[src/rtl/wavp_pkg.sv]
`timescale 1ns / 1ps
`default_nettype none

package wavp_pkg;

  // Parser phases, in the order a well-formed file walks through them.
  typedef enum logic [3:0] {
    PH_RIFF_TAG   = 4'd0,
    PH_RIFF_SIZE  = 4'd1,
    PH_WAVE_TAG   = 4'd2,
    PH_CHUNK_ID   = 4'd3,
    PH_CHUNK_SIZE = 4'd4,
    PH_FMT_BODY   = 4'd5,
    PH_DATA_BODY  = 4'd6,
    PH_SKIP_BODY  = 4'd7,
    PH_DONE       = 4'd8
  } phase_e;

  // Four-character tags, first byte in the most significant position.
  localparam logic [31:0] TAG_RIFF = {8'h52, 8'h49, 8'h46, 8'h46};
  localparam logic [31:0] TAG_WAVE = {8'h57, 8'h41, 8'h56, 8'h45};
  localparam logic [31:0] TAG_FMT  = {8'h66, 8'h6D, 8'h74, 8'h20};
  localparam logic [31:0] TAG_DATA = {8'h64, 8'h61, 8'h74, 8'h61};

  // Format code of uncompressed PCM in the fmt chunk.
  localparam logic [15:0] PCM_CODE = 16'd1;

  // Status codes.
  localparam logic [2:0] ST_OK        = 3'd0;
  localparam logic [2:0] ST_NOT_RIFF  = 3'd1;
  localparam logic [2:0] ST_NOT_WAVE  = 3'd2;
  localparam logic [2:0] ST_NOT_PCM   = 3'd3;
  localparam logic [2:0] ST_BAD_CHANS = 3'd4;
  localparam logic [2:0] ST_BAD_BITS  = 3'd5;
  localparam logic [2:0] ST_TRUNCATED = 3'd6;

  // Sample format codes.
  localparam logic [2:0] FMT_NONE     = 3'd0;
  localparam logic [2:0] FMT_MONO8    = 3'd1;
  localparam logic [2:0] FMT_MONO16   = 3'd2;
  localparam logic [2:0] FMT_STEREO8  = 3'd3;
  localparam logic [2:0] FMT_STEREO16 = 3'd4;

  // Offset of the last byte of each header field inside the fmt body, and the tag/size field width.
  localparam logic [3:0] OFF_CODE     = 4'd1;
  localparam logic [3:0] OFF_CHANNELS = 4'd3;
  localparam logic [3:0] OFF_RATE     = 4'd7;
  localparam logic [3:0] OFF_BITS     = 4'd15;
  localparam logic [3:0] FIELD_BYTES  = 4'd4;

  // One result item.
  typedef struct packed {
    logic        audio_valid;
    logic [7:0]  audio_byte;
    logic        done_res;
    logic [2:0]  status;
    logic [15:0] channels;
    logic [15:0] sample_bits;
    logic [31:0] sample_hz;
    logic [2:0]  sample_format;
    logic [31:0] data_length;
  } res_t;

endpackage

`default_nettype wire

[src/rtl/wavp_parser.sv]
`timescale 1ns / 1ps
`default_nettype none

module wavp_parser (
  input  wire logic          clk_i,
  input  wire logic          rst_ni,
  input  wire logic          advance_i,
  input  wire logic [7:0]    in_byte_i,
  input  wire logic          is_last_i,
  output wavp_pkg::res_t     res_o
);

  wavp_pkg::phase_e phase_q, phase_d;
  logic [3:0]  idx_q, idx_d;
  logic [31:0] id_q, id_d;
  logic [31:0] acc_q, acc_d;
  logic [31:0] left_q, left_d;
  logic [15:0] ch_q, ch_d;
  logic [15:0] bits_q, bits_d;
  logic [31:0] rate_q, rate_d;
  logic [31:0] dlen_q, dlen_d;
  logic        taken_q, taken_d;
  logic [2:0]  err_q, err_d;

  // Parser state, updated once per accepted item.
  always_ff @(posedge clk_i or negedge rst_ni) begin
    if (!rst_ni) begin
      phase_q <= wavp_pkg::PH_RIFF_TAG;
      idx_q   <= '0;
      id_q    <= '0;
      acc_q   <= '0;
      left_q  <= '0;
      ch_q    <= '0;
      bits_q  <= '0;
      rate_q  <= '0;
      dlen_q  <= '0;
      taken_q <= 1'b0;
      err_q   <= wavp_pkg::ST_OK;
    end else if (advance_i) begin
      phase_q <= phase_d;
      idx_q   <= idx_d;
      id_q    <= id_d;
      acc_q   <= acc_d;
      left_q  <= left_d;
      ch_q    <= ch_d;
      bits_q  <= bits_d;
      rate_q  <= rate_d;
      dlen_q  <= dlen_d;
      taken_q <= taken_d;
      err_q   <= err_d;
    end
  end

  // One parsing step for the incoming byte, then the end-of-stream checks.
  always_comb begin
    logic [31:0] id_shift;
    logic [31:0] acc_shift;
    logic [3:0]  idx_inc;
    logic [31:0] left_dec;
    logic        chans_ok;
    logic        bits_ok;

    phase_d = phase_q;
    idx_d   = idx_q;
    id_d    = id_q;
    acc_d   = acc_q;
    left_d  = left_q;
    ch_d    = ch_q;
    bits_d  = bits_q;
    rate_d  = rate_q;
    dlen_d  = dlen_q;
    taken_d = taken_q;
    err_d   = err_q;

    res_o = '0;

    id_shift  = {id_q[23:0], in_byte_i};
    acc_shift = {in_byte_i, acc_q[31:8]};
    idx_inc   = idx_q + 4'd1;
    left_dec  = left_q - 32'd1;

    unique case (phase_q)
      wavp_pkg::PH_RIFF_TAG,
      wavp_pkg::PH_WAVE_TAG,
      wavp_pkg::PH_CHUNK_ID: begin
        id_d  = id_shift;
        idx_d = idx_inc;
        if (idx_inc == wavp_pkg::FIELD_BYTES) begin
          idx_d = '0;
          acc_d = '0;
          if (phase_q == wavp_pkg::PH_RIFF_TAG) begin
            if (id_shift != wavp_pkg::TAG_RIFF) begin
              err_d   = wavp_pkg::ST_NOT_RIFF;
              phase_d = wavp_pkg::PH_DONE;
            end else begin
              phase_d = wavp_pkg::PH_RIFF_SIZE;
            end
          end else if (phase_q == wavp_pkg::PH_WAVE_TAG) begin
            if (id_shift != wavp_pkg::TAG_WAVE) begin
              err_d   = wavp_pkg::ST_NOT_WAVE;
              phase_d = wavp_pkg::PH_DONE;
            end else begin
              phase_d = wavp_pkg::PH_CHUNK_ID;
            end
          end else begin
            phase_d = wavp_pkg::PH_CHUNK_SIZE;
          end
        end
      end
      wavp_pkg::PH_RIFF_SIZE: begin
        idx_d = idx_inc;
        if (idx_inc == wavp_pkg::FIELD_BYTES) begin
          idx_d   = '0;
          phase_d = wavp_pkg::PH_WAVE_TAG;
        end
      end
      wavp_pkg::PH_CHUNK_SIZE: begin
        acc_d = acc_shift;
        idx_d = idx_inc;
        if (idx_inc == wavp_pkg::FIELD_BYTES) begin
          idx_d  = '0;
          acc_d  = '0;
          left_d = acc_shift;
          if (id_q == wavp_pkg::TAG_FMT) begin
            phase_d = wavp_pkg::PH_FMT_BODY;
          end else if (id_q == wavp_pkg::TAG_DATA && !taken_q) begin
            taken_d = 1'b1;
            dlen_d  = acc_shift;
            phase_d = wavp_pkg::PH_DATA_BODY;
          end else begin
            phase_d = wavp_pkg::PH_SKIP_BODY;
          end
          if (acc_shift == '0) begin
            phase_d = wavp_pkg::PH_CHUNK_ID;
          end
        end
      end
      wavp_pkg::PH_FMT_BODY: begin
        acc_d = acc_shift;
        if (idx_q == wavp_pkg::OFF_CODE && acc_shift[31:16] != wavp_pkg::PCM_CODE) begin
          err_d   = wavp_pkg::ST_NOT_PCM;
          phase_d = wavp_pkg::PH_DONE;
        end else begin
          if (idx_q == wavp_pkg::OFF_CHANNELS) ch_d = acc_shift[31:16];
          if (idx_q == wavp_pkg::OFF_RATE) rate_d = acc_shift;
          if (idx_q == wavp_pkg::OFF_BITS) bits_d = acc_shift[31:16];
          left_d = left_dec;
          if (left_dec == '0) begin
            phase_d = wavp_pkg::PH_CHUNK_ID;
            idx_d   = '0;
          end else if (idx_q == wavp_pkg::OFF_BITS) begin
            phase_d = wavp_pkg::PH_SKIP_BODY;
          end else begin
            idx_d = idx_inc;
          end
        end
      end
      wavp_pkg::PH_DATA_BODY: begin
        res_o.audio_valid = 1'b1;
        res_o.audio_byte  = in_byte_i;
        left_d = left_dec;
        if (left_dec == '0) begin
          phase_d = wavp_pkg::PH_CHUNK_ID;
          idx_d   = '0;
        end
      end
      wavp_pkg::PH_SKIP_BODY: begin
        left_d = left_dec;
        if (left_dec == '0) begin
          phase_d = wavp_pkg::PH_CHUNK_ID;
          idx_d   = '0;
        end
      end
      default: begin
      end
    endcase

    chans_ok = (ch_d == 16'd1) || (ch_d == 16'd2);
    bits_ok  = (bits_d == 16'd8) || (bits_d == 16'd16);

    // End of stream or error: finish the parse; at end of stream, also run the position and format checks.
    // The position check looks at where this byte left the parser.
    if (phase_q != wavp_pkg::PH_DONE) begin
      if (phase_d == wavp_pkg::PH_DONE) begin
        res_o.done_res = 1'b1;
      end else if (is_last_i) begin
        res_o.done_res = 1'b1;
        if (!(phase_d == wavp_pkg::PH_CHUNK_ID && idx_d == '0)) begin
          err_d = wavp_pkg::ST_TRUNCATED;
        end else if (!chans_ok) begin
          err_d = wavp_pkg::ST_BAD_CHANS;
        end else if (!bits_ok) begin
          err_d = wavp_pkg::ST_BAD_BITS;
        end
        phase_d = wavp_pkg::PH_DONE;
      end
    end

    // Format code is shown only once the parse finished cleanly.
    res_o.sample_format = wavp_pkg::FMT_NONE;
    if (phase_d == wavp_pkg::PH_DONE && err_d == wavp_pkg::ST_OK &&
        chans_ok && bits_ok) begin
      if (ch_d == 16'd2) begin
        res_o.sample_format = (bits_d == 16'd16) ? wavp_pkg::FMT_STEREO16 :
                                                   wavp_pkg::FMT_STEREO8;
      end else begin
        res_o.sample_format = (bits_d == 16'd16) ? wavp_pkg::FMT_MONO16 :
                                                   wavp_pkg::FMT_MONO8;
      end
    end

    res_o.status      = err_d;
    res_o.channels    = ch_d;
    res_o.sample_bits = bits_d;
    res_o.sample_hz   = rate_d;
    res_o.data_length = dlen_d;
  end

endmodule

`default_nettype wire

[src/rtl/wav_header_stream_parser.sv]
// The result item for an accepted byte is registered and appears in the cycle after acceptance.
// Throughput: one byte per cycle while in_stall_o is low; each byte is a single step of the parser state.
// A result register decouples the sides, so input stalls only while it is full and held.
// Reset (rst_ni, asynchronous, active low) returns the parser to expecting the RIFF tag,
// clears all captured fields and errors, and empties the result register.
`timescale 1ns / 1ps
`default_nettype none

module wav_header_stream_parser (
  input  wire logic        clk_i,
  input  wire logic        rst_ni,
  input  wire logic        in_valid_i,
  output logic             in_stall_o,
  input  wire logic [7:0]  in_byte_i,
  input  wire logic        is_last_i,
  output logic             out_valid_o,
  input  wire logic        out_stall_i,
  output logic             audio_valid_o,
  output logic [7:0]       audio_byte_o,
  output logic             done_res_o,
  output logic [2:0]       status_o,
  output logic [15:0]      channels_o,
  output logic [15:0]      sample_bits_o,
  output logic [31:0]      sample_hz_o,
  output logic [2:0]       sample_format_o,
  output logic [31:0]      data_length_o
);

  logic           accept;
  logic           out_valid_q, out_valid_d;
  wavp_pkg::res_t res_step;
  wavp_pkg::res_t res_q;

  // Input is taken whenever the result register is free or being drained.
  assign in_stall_o = out_valid_q && out_stall_i;
  assign accept     = in_valid_i && !in_stall_o;

  wavp_parser u_parser (
    .clk_i     (clk_i),
    .rst_ni    (rst_ni),
    .advance_i (accept),
    .in_byte_i (in_byte_i),
    .is_last_i (is_last_i),
    .res_o     (res_step)
  );

  // Result register valid flag.
  always_comb begin
    out_valid_d = out_valid_q;
    if (accept) begin
      out_valid_d = 1'b1;
    end else if (!out_stall_i) begin
      out_valid_d = 1'b0;
    end
  end

  always_ff @(posedge clk_i or negedge rst_ni) begin
    if (!rst_ni) begin
      out_valid_q <= 1'b0;
    end else begin
      out_valid_q <= out_valid_d;
    end
  end

  // Result payload loads with each accepted item.
  always_ff @(posedge clk_i) begin
    if (accept) begin
      res_q <= res_step;
    end
  end

  assign out_valid_o     = out_valid_q;
  assign audio_valid_o   = res_q.audio_valid;
  assign audio_byte_o    = res_q.audio_byte;
  assign done_res_o      = res_q.done_res;
  assign status_o        = res_q.status;
  assign channels_o      = res_q.channels;
  assign sample_bits_o   = res_q.sample_bits;
  assign sample_hz_o     = res_q.sample_hz;
  assign sample_format_o = res_q.sample_format;
  assign data_length_o   = res_q.data_length;

endmodule

`default_nettype wire
[config.mk]
export PLATFORM = sky130hd
export DESIGN_NAME = wav_header_stream_parser
export DESIGN_NICKNAME = d
export VERILOG_FILES = /design/src/rtl/wavp_pkg.sv /design/src/rtl/wavp_parser.sv /design/src/rtl/wav_header_stream_parser.sv
export SDC_FILE = /design/constraint.sdc
export NUM_CORES = 1
export LEC_CHECK = 0
export BUFFER_PORTS_ARGS = -buffer_cell sky130_fd_sc_hd__clkbuf_2
export CAP_MARGIN = 30
export CORE_MARGIN = 4
export CORE_UTILIZATION = 25
export DETAILED_ROUTE_END_ITERATION = 16
export PLACE_DENSITY_LB_ADDON = 0.08
export SYNTH_ARGS = -nofsm -noshare
export SYNTH_HDL_FRONTEND = slang
export SYNTH_HIERARCHICAL = 1
export SYNTH_SLANG_ARGS = --single-unit
[constraint.sdc]
create_clock -name clk_i -period 5.9 [get_ports clk_i]
set_clock_uncertainty 0.1 [all_clocks]
set_input_delay 0.295 -clock clk_i [delete_from_list [all_inputs] [get_ports clk_i]]
set_output_delay 0.295 -clock clk_i [all_outputs]
set_load 0.03 [all_outputs]
Yosys cells after proc, flatten, opt, wreduce, memory -nomap -nowiden
Index checks and enable logic that the tools add are counted.
W data, S select, Z words.
{"block": "totals", "regBits": 317, "inputBits": 13, "elab_cells": 143, "output_inout_bits": 114}
{"block": "classes", "n_addsub": 2, "bitwise": 1, "n_mux": 64, "reduce_logical": 26, "n_eq_ne": 29}
{"operator": "$mux W32", "count": 11}
{"operator": "$pmux W32 S3", "count": 2}
{"operator": "$mux W16", "count": 6}
{"operator": "$mux W4", "count": 21}
{"operator": "$eq A32 B31 Y1 const B", "count": 2}
{"operator": "$logic_not A32 Y1", "count": 2}
{"operator": "$ne A32 B31 Y1 const B", "count": 2}
{"operator": "$mux W3", "count": 14}
{"operator": "$sub A32 B1 Y32 const B", "count": 1}
{"operator": "$eq A4 B3 Y1 const B", "count": 6}
{"operator": "$pmux W4 S5", "count": 1}
{"operator": "$eq A16 B1 Y1 const B", "count": 1}
{"operator": "$eq A16 B2 Y1 const B", "count": 1}
{"operator": "$eq A16 B4 Y1 const B", "count": 1}
{"operator": "$eq A16 B5 Y1 const B", "count": 1}
{"operator": "$eq A4 B2 Y1 const B", "count": 4}
{"operator": "$ne A16 B1 Y1 const B", "count": 1}
{"operator": "$eq A4 B4 Y1 const B", "count": 3}
{"operator": "$pmux W4 S3", "count": 1}
{"operator": "$mux W9", "count": 1}
{"operator": "$eq A4 B1 Y1 const B", "count": 2}
{"operator": "$logic_and A1 B1 Y1", "count": 8}
{"operator": "$logic_not A4 Y1", "count": 2}
{"operator": "$ne A2 B1 Y1 const B", "count": 3}
{"operator": "other kinds (18)", "count": 25}

Depth between registers and ports, before layout
{"block": "logic_depth", "depth_word": 17, "depth_mapped": 13, "ltp_nobuf": 11}

By module
Netlist, hierarchy kept.
{"mod": "wavp_parser", "cells_per_inst": 1124, "seq_area_each_um2": 4904.7, "area_each_um2": 11043.1, "n_inst": 1}
{"mod": "wav_header_stream_parser", "cells_per_inst": 116, "seq_area_each_um2": 3388.2, "area_each_um2": 3413.3, "n_inst": 1}

Worst setup path after synthesis
Ideal clock, no wire load.
{"block": "synth_timing", "kind": "register -> register", "start": "register out_valid_q, in the netlist out_valid_o", "end": "register u_parser.bits_q[11]", "stages_incl_launch_ff": 6, "setup_time_ns": 0.125, "t_required_ns": 5.675, "path_buffers": 3, "path_slack_ns": 0.803, "t_arrival_ns": 4.872, "synth_period_minus_slack_ns": 5.097, "cell_sequence": "dfrtp_1 > a21boi_2 > clkbuf_1 > clkbuf_1 > clkbuf_1 > mux2_2"}
{"block": "synth_via", "elab_chain_cells": 3}
{"item": "start, declared", "line": "wav_header_stream_parser.sv:30", "source": "logic out_valid_q, out_valid_d;"}
{"item": "start signal, assigned", "line": "wav_header_stream_parser.sv:61", "source": "out_valid_q <= out_valid_d;"}
{"item": "$logic_and A1 B1 Y1", "line": "wav_header_stream_parser.sv:35", "source": "assign in_stall_o = out_valid_q && out_stall_i;"}
{"item": "$logic_not A1 Y1", "line": "wav_header_stream_parser.sv:36", "source": "assign accept = in_valid_i && !in_stall_o;"}
{"item": "$logic_and A1 B1 Y1", "line": "wav_header_stream_parser.sv:36"}
{"item": "net accept", "line": "wav_header_stream_parser.sv:29", "source": "logic accept;"}
{"item": "end signal, assigned", "line": "wavp_parser.sv:46", "source": "bits_q <= bits_d;"}
{"item": "end, declared", "line": "wavp_parser.sv:19", "source": "logic [15:0] bits_q, bits_d;"}
The timed path passes the listed nets, and every way through them passes these cells.
A chain may end at the register's enable or synchronous reset.

==> results.tsv <==
stage	metric	value	unit
placement	preCtsSetupSlack	1.03	ns
synthesis	netlist.top_cell.by_area	sky130_fd_sc_hd__dfrtp_1	
routing	vias_per_cell	4.83	
power_and_ir_drop	p_int	3.81	mW
cells_and_area	layout.filler_cells	5922	
power_and_ir_drop	netSwitchingFraction	0.257	
synthesis	synth.yosys.warnings	6	
clock_network	clkSlewWorstSetupHoldPaths	0.06	ns
outcome	status	complete, no violations	
synthesis	syn-cell-area	14500	sq um
placement	dp_hpwl	28.7	mm
synthesis	synth_top_area_share	0.341	
grt	via_count_of_the_first_global_routing_pass	10668	
grt	grt_first_pass_wirelength	69.5	mm
worst_hold_path	hold_depth	3	
routing	drt-wirelength-per-cell	21.0	um
synthesis	syn_area_per_cell	11.7	sq um
cells_and_area	nNetsFinal	1366	
floorplan	fp.dieW	248	um
sta	report.final.hold_viol_count	0	
power_and_ir_drop	power.sequential.fraction	0.467	
power_and_ir_drop	power.density_cell_area	298	nW/um^2
worst_hold_path	timing.hold.worst.class	primary input to register	
grt	globalRouteOverflowTotal	0	
setup_path	worstReg2RegStart	u_parser/left_q[0]	
floorplan	floorplan.die_area	61700	sq um
power_and_ir_drop	ir_worst_vdd	0.161	mV
clock_network	numCtsBuffers	40	
sta	final.setup.tns	0	ns
cells_and_area	diodes	0	
clock_network	clock_tree.root_cell	sky130_fd_sc_hd__clkbuf_16	
cells_and_area	synthToLayoutAreaGrowth	18.9	%
setup_path	worst_reg2reg_setup_slack	1.03	ns
synthesis	cell_types_occupying_the_most_area_after_synthesis	sky130_fd_sc_hd__dfrtp_1 34%, sky130_fd_sc_hd__edfxtp_1 23%, sky130_fd_sc_hd__mux2_2 16%, sky130_fd_sc_hd__nand2_1 3.7%, sky130_fd_sc_hd__o21ai_0 3.3%	
sta	rsz0062_at_grt	no	
routing	drtIter0Drc	741	
grt	track_usage	0.144	
floorplan	fp.dieH	248	um
cells_and_area	layout.core_utilization	0.302	
clock_network	cts_resized	0	
synthesis	post_synth_num_cell_types	70	
synthesis	most_used_dff_post_synth	sky130_fd_sc_hd__dfrtp_1	
floorplan	initial_utilization	0.254	
routing	antenna_left	0	
synthesis	ys_seq_area_frac	0.574	
setup_path	timing.rr.end	status_o[2]	
routing	route.final.wire_length	44.9	mm
sta	final_min_period_over_clock_period	0.825	
routing	drc	0	
cells_and_area	most_common_library_cell_in_the_layout_ignoring_fill_and_taps	sky130_fd_sc_hd__mux2_2	
clock_network	cts_sink_count	309	
floorplan	std_cell_rows	87	
setup_path	crit_type	register to register	
power_and_ir_drop	power_switching	1.32	mW
grt	initial_antenna_violation_count	0	
worst_hold_path	min_from	in_byte_i[3]	
job	maxCapViolations	0	
placement	gp_congestion	0.819	
sta	setup_viol	0	
routing	first_pass_iters	5	
power_and_ir_drop	clkPwrFrac	0.455	
synthesis	synth_async_sr_flop_share	0.638	
clock_network	cts_tree	done	
clock_network	ctsHtreeMaxLevel	2	
power_and_ir_drop	power.combinational.fraction	0.078	
setup_path	worst-endpoint-required	6.09	ns
clock_network	insertion_delay	0.56	ns
synthesis	synth-seq-cells	309	
setup_path	crit_path_max_fanout	14	
cells_and_area	layout_common_cells	205 x sky130_fd_sc_hd__mux2_2, 197 x sky130_fd_sc_hd__dfrtp_1, 140 x sky130_fd_sc_hd__nand2_1	
sta	fin_worst_setup_slack	1.03	ns
setup_path	endpoint_kind	register	
sta	worstMarginPinSlew	0.947	ns
routing	num_vias	10319	
setup_path	rr_worst_depth	11	
sta	final_slew_violations	0	
sta	max_freq	0.205	GHz
placement	port-buffer-count	126	
floorplan	core	56800	sq um
sta	timing.max_slew.rel_slack	0.369	
floorplan	io-pin-count	127	
sta	period_needed	4.87	ns
clock_network	clock_path_buffers	3	
synthesis	mappedNetlistNets	1258	
cells_and_area	layout-drive-gt1-share	0.313	
grt	grt_start_max_net_pins	123	
setup_path	critical_path_arrival	5.06	ns
worst_hold_path	worst_hold_path.endpoint	u_parser/acc_q[27]	
power_and_ir_drop	power.leakage	7.31	nW
synthesis	synth_enable_flop_cells	112	
synthesis	instance_count_of_the_mapped_netlist	1240	
setup_path	worst_setup_path_start_kind	register	
## state kept, by name, indices dropped and copies added, names as in the netlist
signal / cells
u_parser/ch_q: 16
sample_hz_o: 32
u_parser/bits_q: 16
data_length_o: 32
channels_o: 16
audio_byte_o: 8
u_parser/err_q: 3
sample_bits_o: 16
u_parser/acc_q: 24
u_parser/taken_q: 1
u_parser/left_q: 32
u_parser/phase_q: 4
sample_format_o: 3
status_o: 3
u_parser/rate_q: 32
done_res_o: 1
out_valid_o: 1
u_parser/dlen_q: 32
u_parser/idx_q: 4
audio_valid_o: 1
u_parser/id_q: 32
## how the worst max path moves through the flow
stage | startpoint | end | slack (ns)
2_1_floorplan | out_valid_o | u_parser/bits_q[11] | 0.80
3_3_place_gp | u_parser/left_q[0] | status_o[2] | 1.13
3_5_place_dp | u_parser/left_q[0] | status_o[2] | 1.03
4_1_cts | u_parser/left_q[0] | status_o[2] | 1.01
5_1_grt | u_parser/left_q[0] | sample_format_o[1] | 0.61
6_report | u_parser/left_q[0] | status_o[2] | 1.03
## metrics by stage
| step | hold WS (ns) | area [sq um] | instances | power, mW |
|---|---|---|---|---|
| detailed placement | 0.305 | 15900 | 2058 | 2.84 |
| global placement | 0.316 | 15900 | 2058 | 2.84 |
| CTS | 0.0721 | 17200 | 2136 | 5.24 |
| floorplan | -0.101 | 14500 | 1240 | 2.68 |
| global route | 0.113 | 17200 | 2136 | 5.38 |
| finish | 0.0879 | 17200 | 2136 | 5.12 |
## synthesized netlist by cell type (15+ instances only)
| master | number |
|---|---|
| sky130_fd_sc_hd__dfrtp_1 | 197 |
| sky130_fd_sc_hd__nand2_1 | 142 |
| sky130_fd_sc_hd__mux2_2 | 205 |
| sky130_fd_sc_hd__a21oi_1 | 55 |
| sky130_fd_sc_hd__o21ai_0 | 96 |
| sky130_fd_sc_hd__edfxtp_1 | 112 |
| sky130_fd_sc_hd__nor3_1 | 32 |
| sky130_fd_sc_hd__clkbuf_1 | 66 |
| sky130_fd_sc_hd__nor4_1 | 30 |
| sky130_fd_sc_hd__nor2_1 | 55 |
| sky130_fd_sc_hd__nand4_1 | 15 |
| sky130_fd_sc_hd__nand3_1 | 21 |
## worst max-delay path: stages, from the launching register on
cell and delay (ns):
sky130_fd_sc_hd__dfrtp_1 0.46, sky130_fd_sc_hd__inv_1 0.09, sky130_fd_sc_hd__ha_1 0.25, sky130_fd_sc_hd__nor3b_1 0.67, sky130_fd_sc_hd__nand3_1 0.56, sky130_fd_sc_hd__or3_1 0.55
sky130_fd_sc_hd__xnor2_1 0.15, sky130_fd_sc_hd__nor4_1 0.71, sky130_fd_sc_hd__o211ai_1 0.24, sky130_fd_sc_hd__a21oi_2 0.27, sky130_fd_sc_hd__a31oi_1 0.23, sky130_fd_sc_hd__or2_2 0.34
## cell type report
cell class                      count  area [sq um]  area share
Timing Repair Buffer              145           806      0.0469
Tap cell                          756           946      0.0550
Multi-Input combinational cell    837          5840       0.340
Sequential cell                   309          8290       0.483
Clock buffer                       58          1150      0.0670
Clock inverter                     16          96.3     0.00561
Inverter                           15          56.3     0.00328
## power groups by stage
stage	Sequential [mW]	Clock, mW	Combinational [mW]
2_1_floorplan	2.50	0	0.176
5_1_grt	2.40	2.54	0.443
3_5_place_dp	2.43	0	0.407
4_1_cts	2.39	2.43	0.412
3_3_place_gp	2.43	0	0.408
6_report	2.39	2.33	0.400
## timing repair
action                                 in CTS  in global routing
endpoints found under the hold margin      90                  0
setup buffers                               0                  0
hold buffers                                4                  0
## layer usage
layer,routed length [um],GRT usage,vias to the layer above,part of all wire
met5,0,0,-,0
met4,783,0.0324,0,0.017
met3,2020,0.0297,52,0.045
met2,21200,0.237,220,0.47
met1,20900,0.196,5218,0.47
li1,-,-,4829,-
## cells by family (layout without fill, tap and decap cells)
| family | count (synthesis) | count (layout) | synth area share |
|---|---|---|---|
| AND/OR/NAND/NOR | 388 | 388 | 0.137 |
| flip-flops | 309 | 309 | 0.574 |
| AO/OA/AOI/OAI | 228 | 228 | 0.0938 |
| multiplexers | 206 | 206 | 0.160 |
| buffers and inverters | 94 | 234 | 0.0252 |
| XOR/XNOR | 10 | 10 | 0.00606 |
| adder cells (fa/ha/maj) | 5 | 5 | 0.00433 |
No activity file was read; power rests on OpenSTA's default activity.
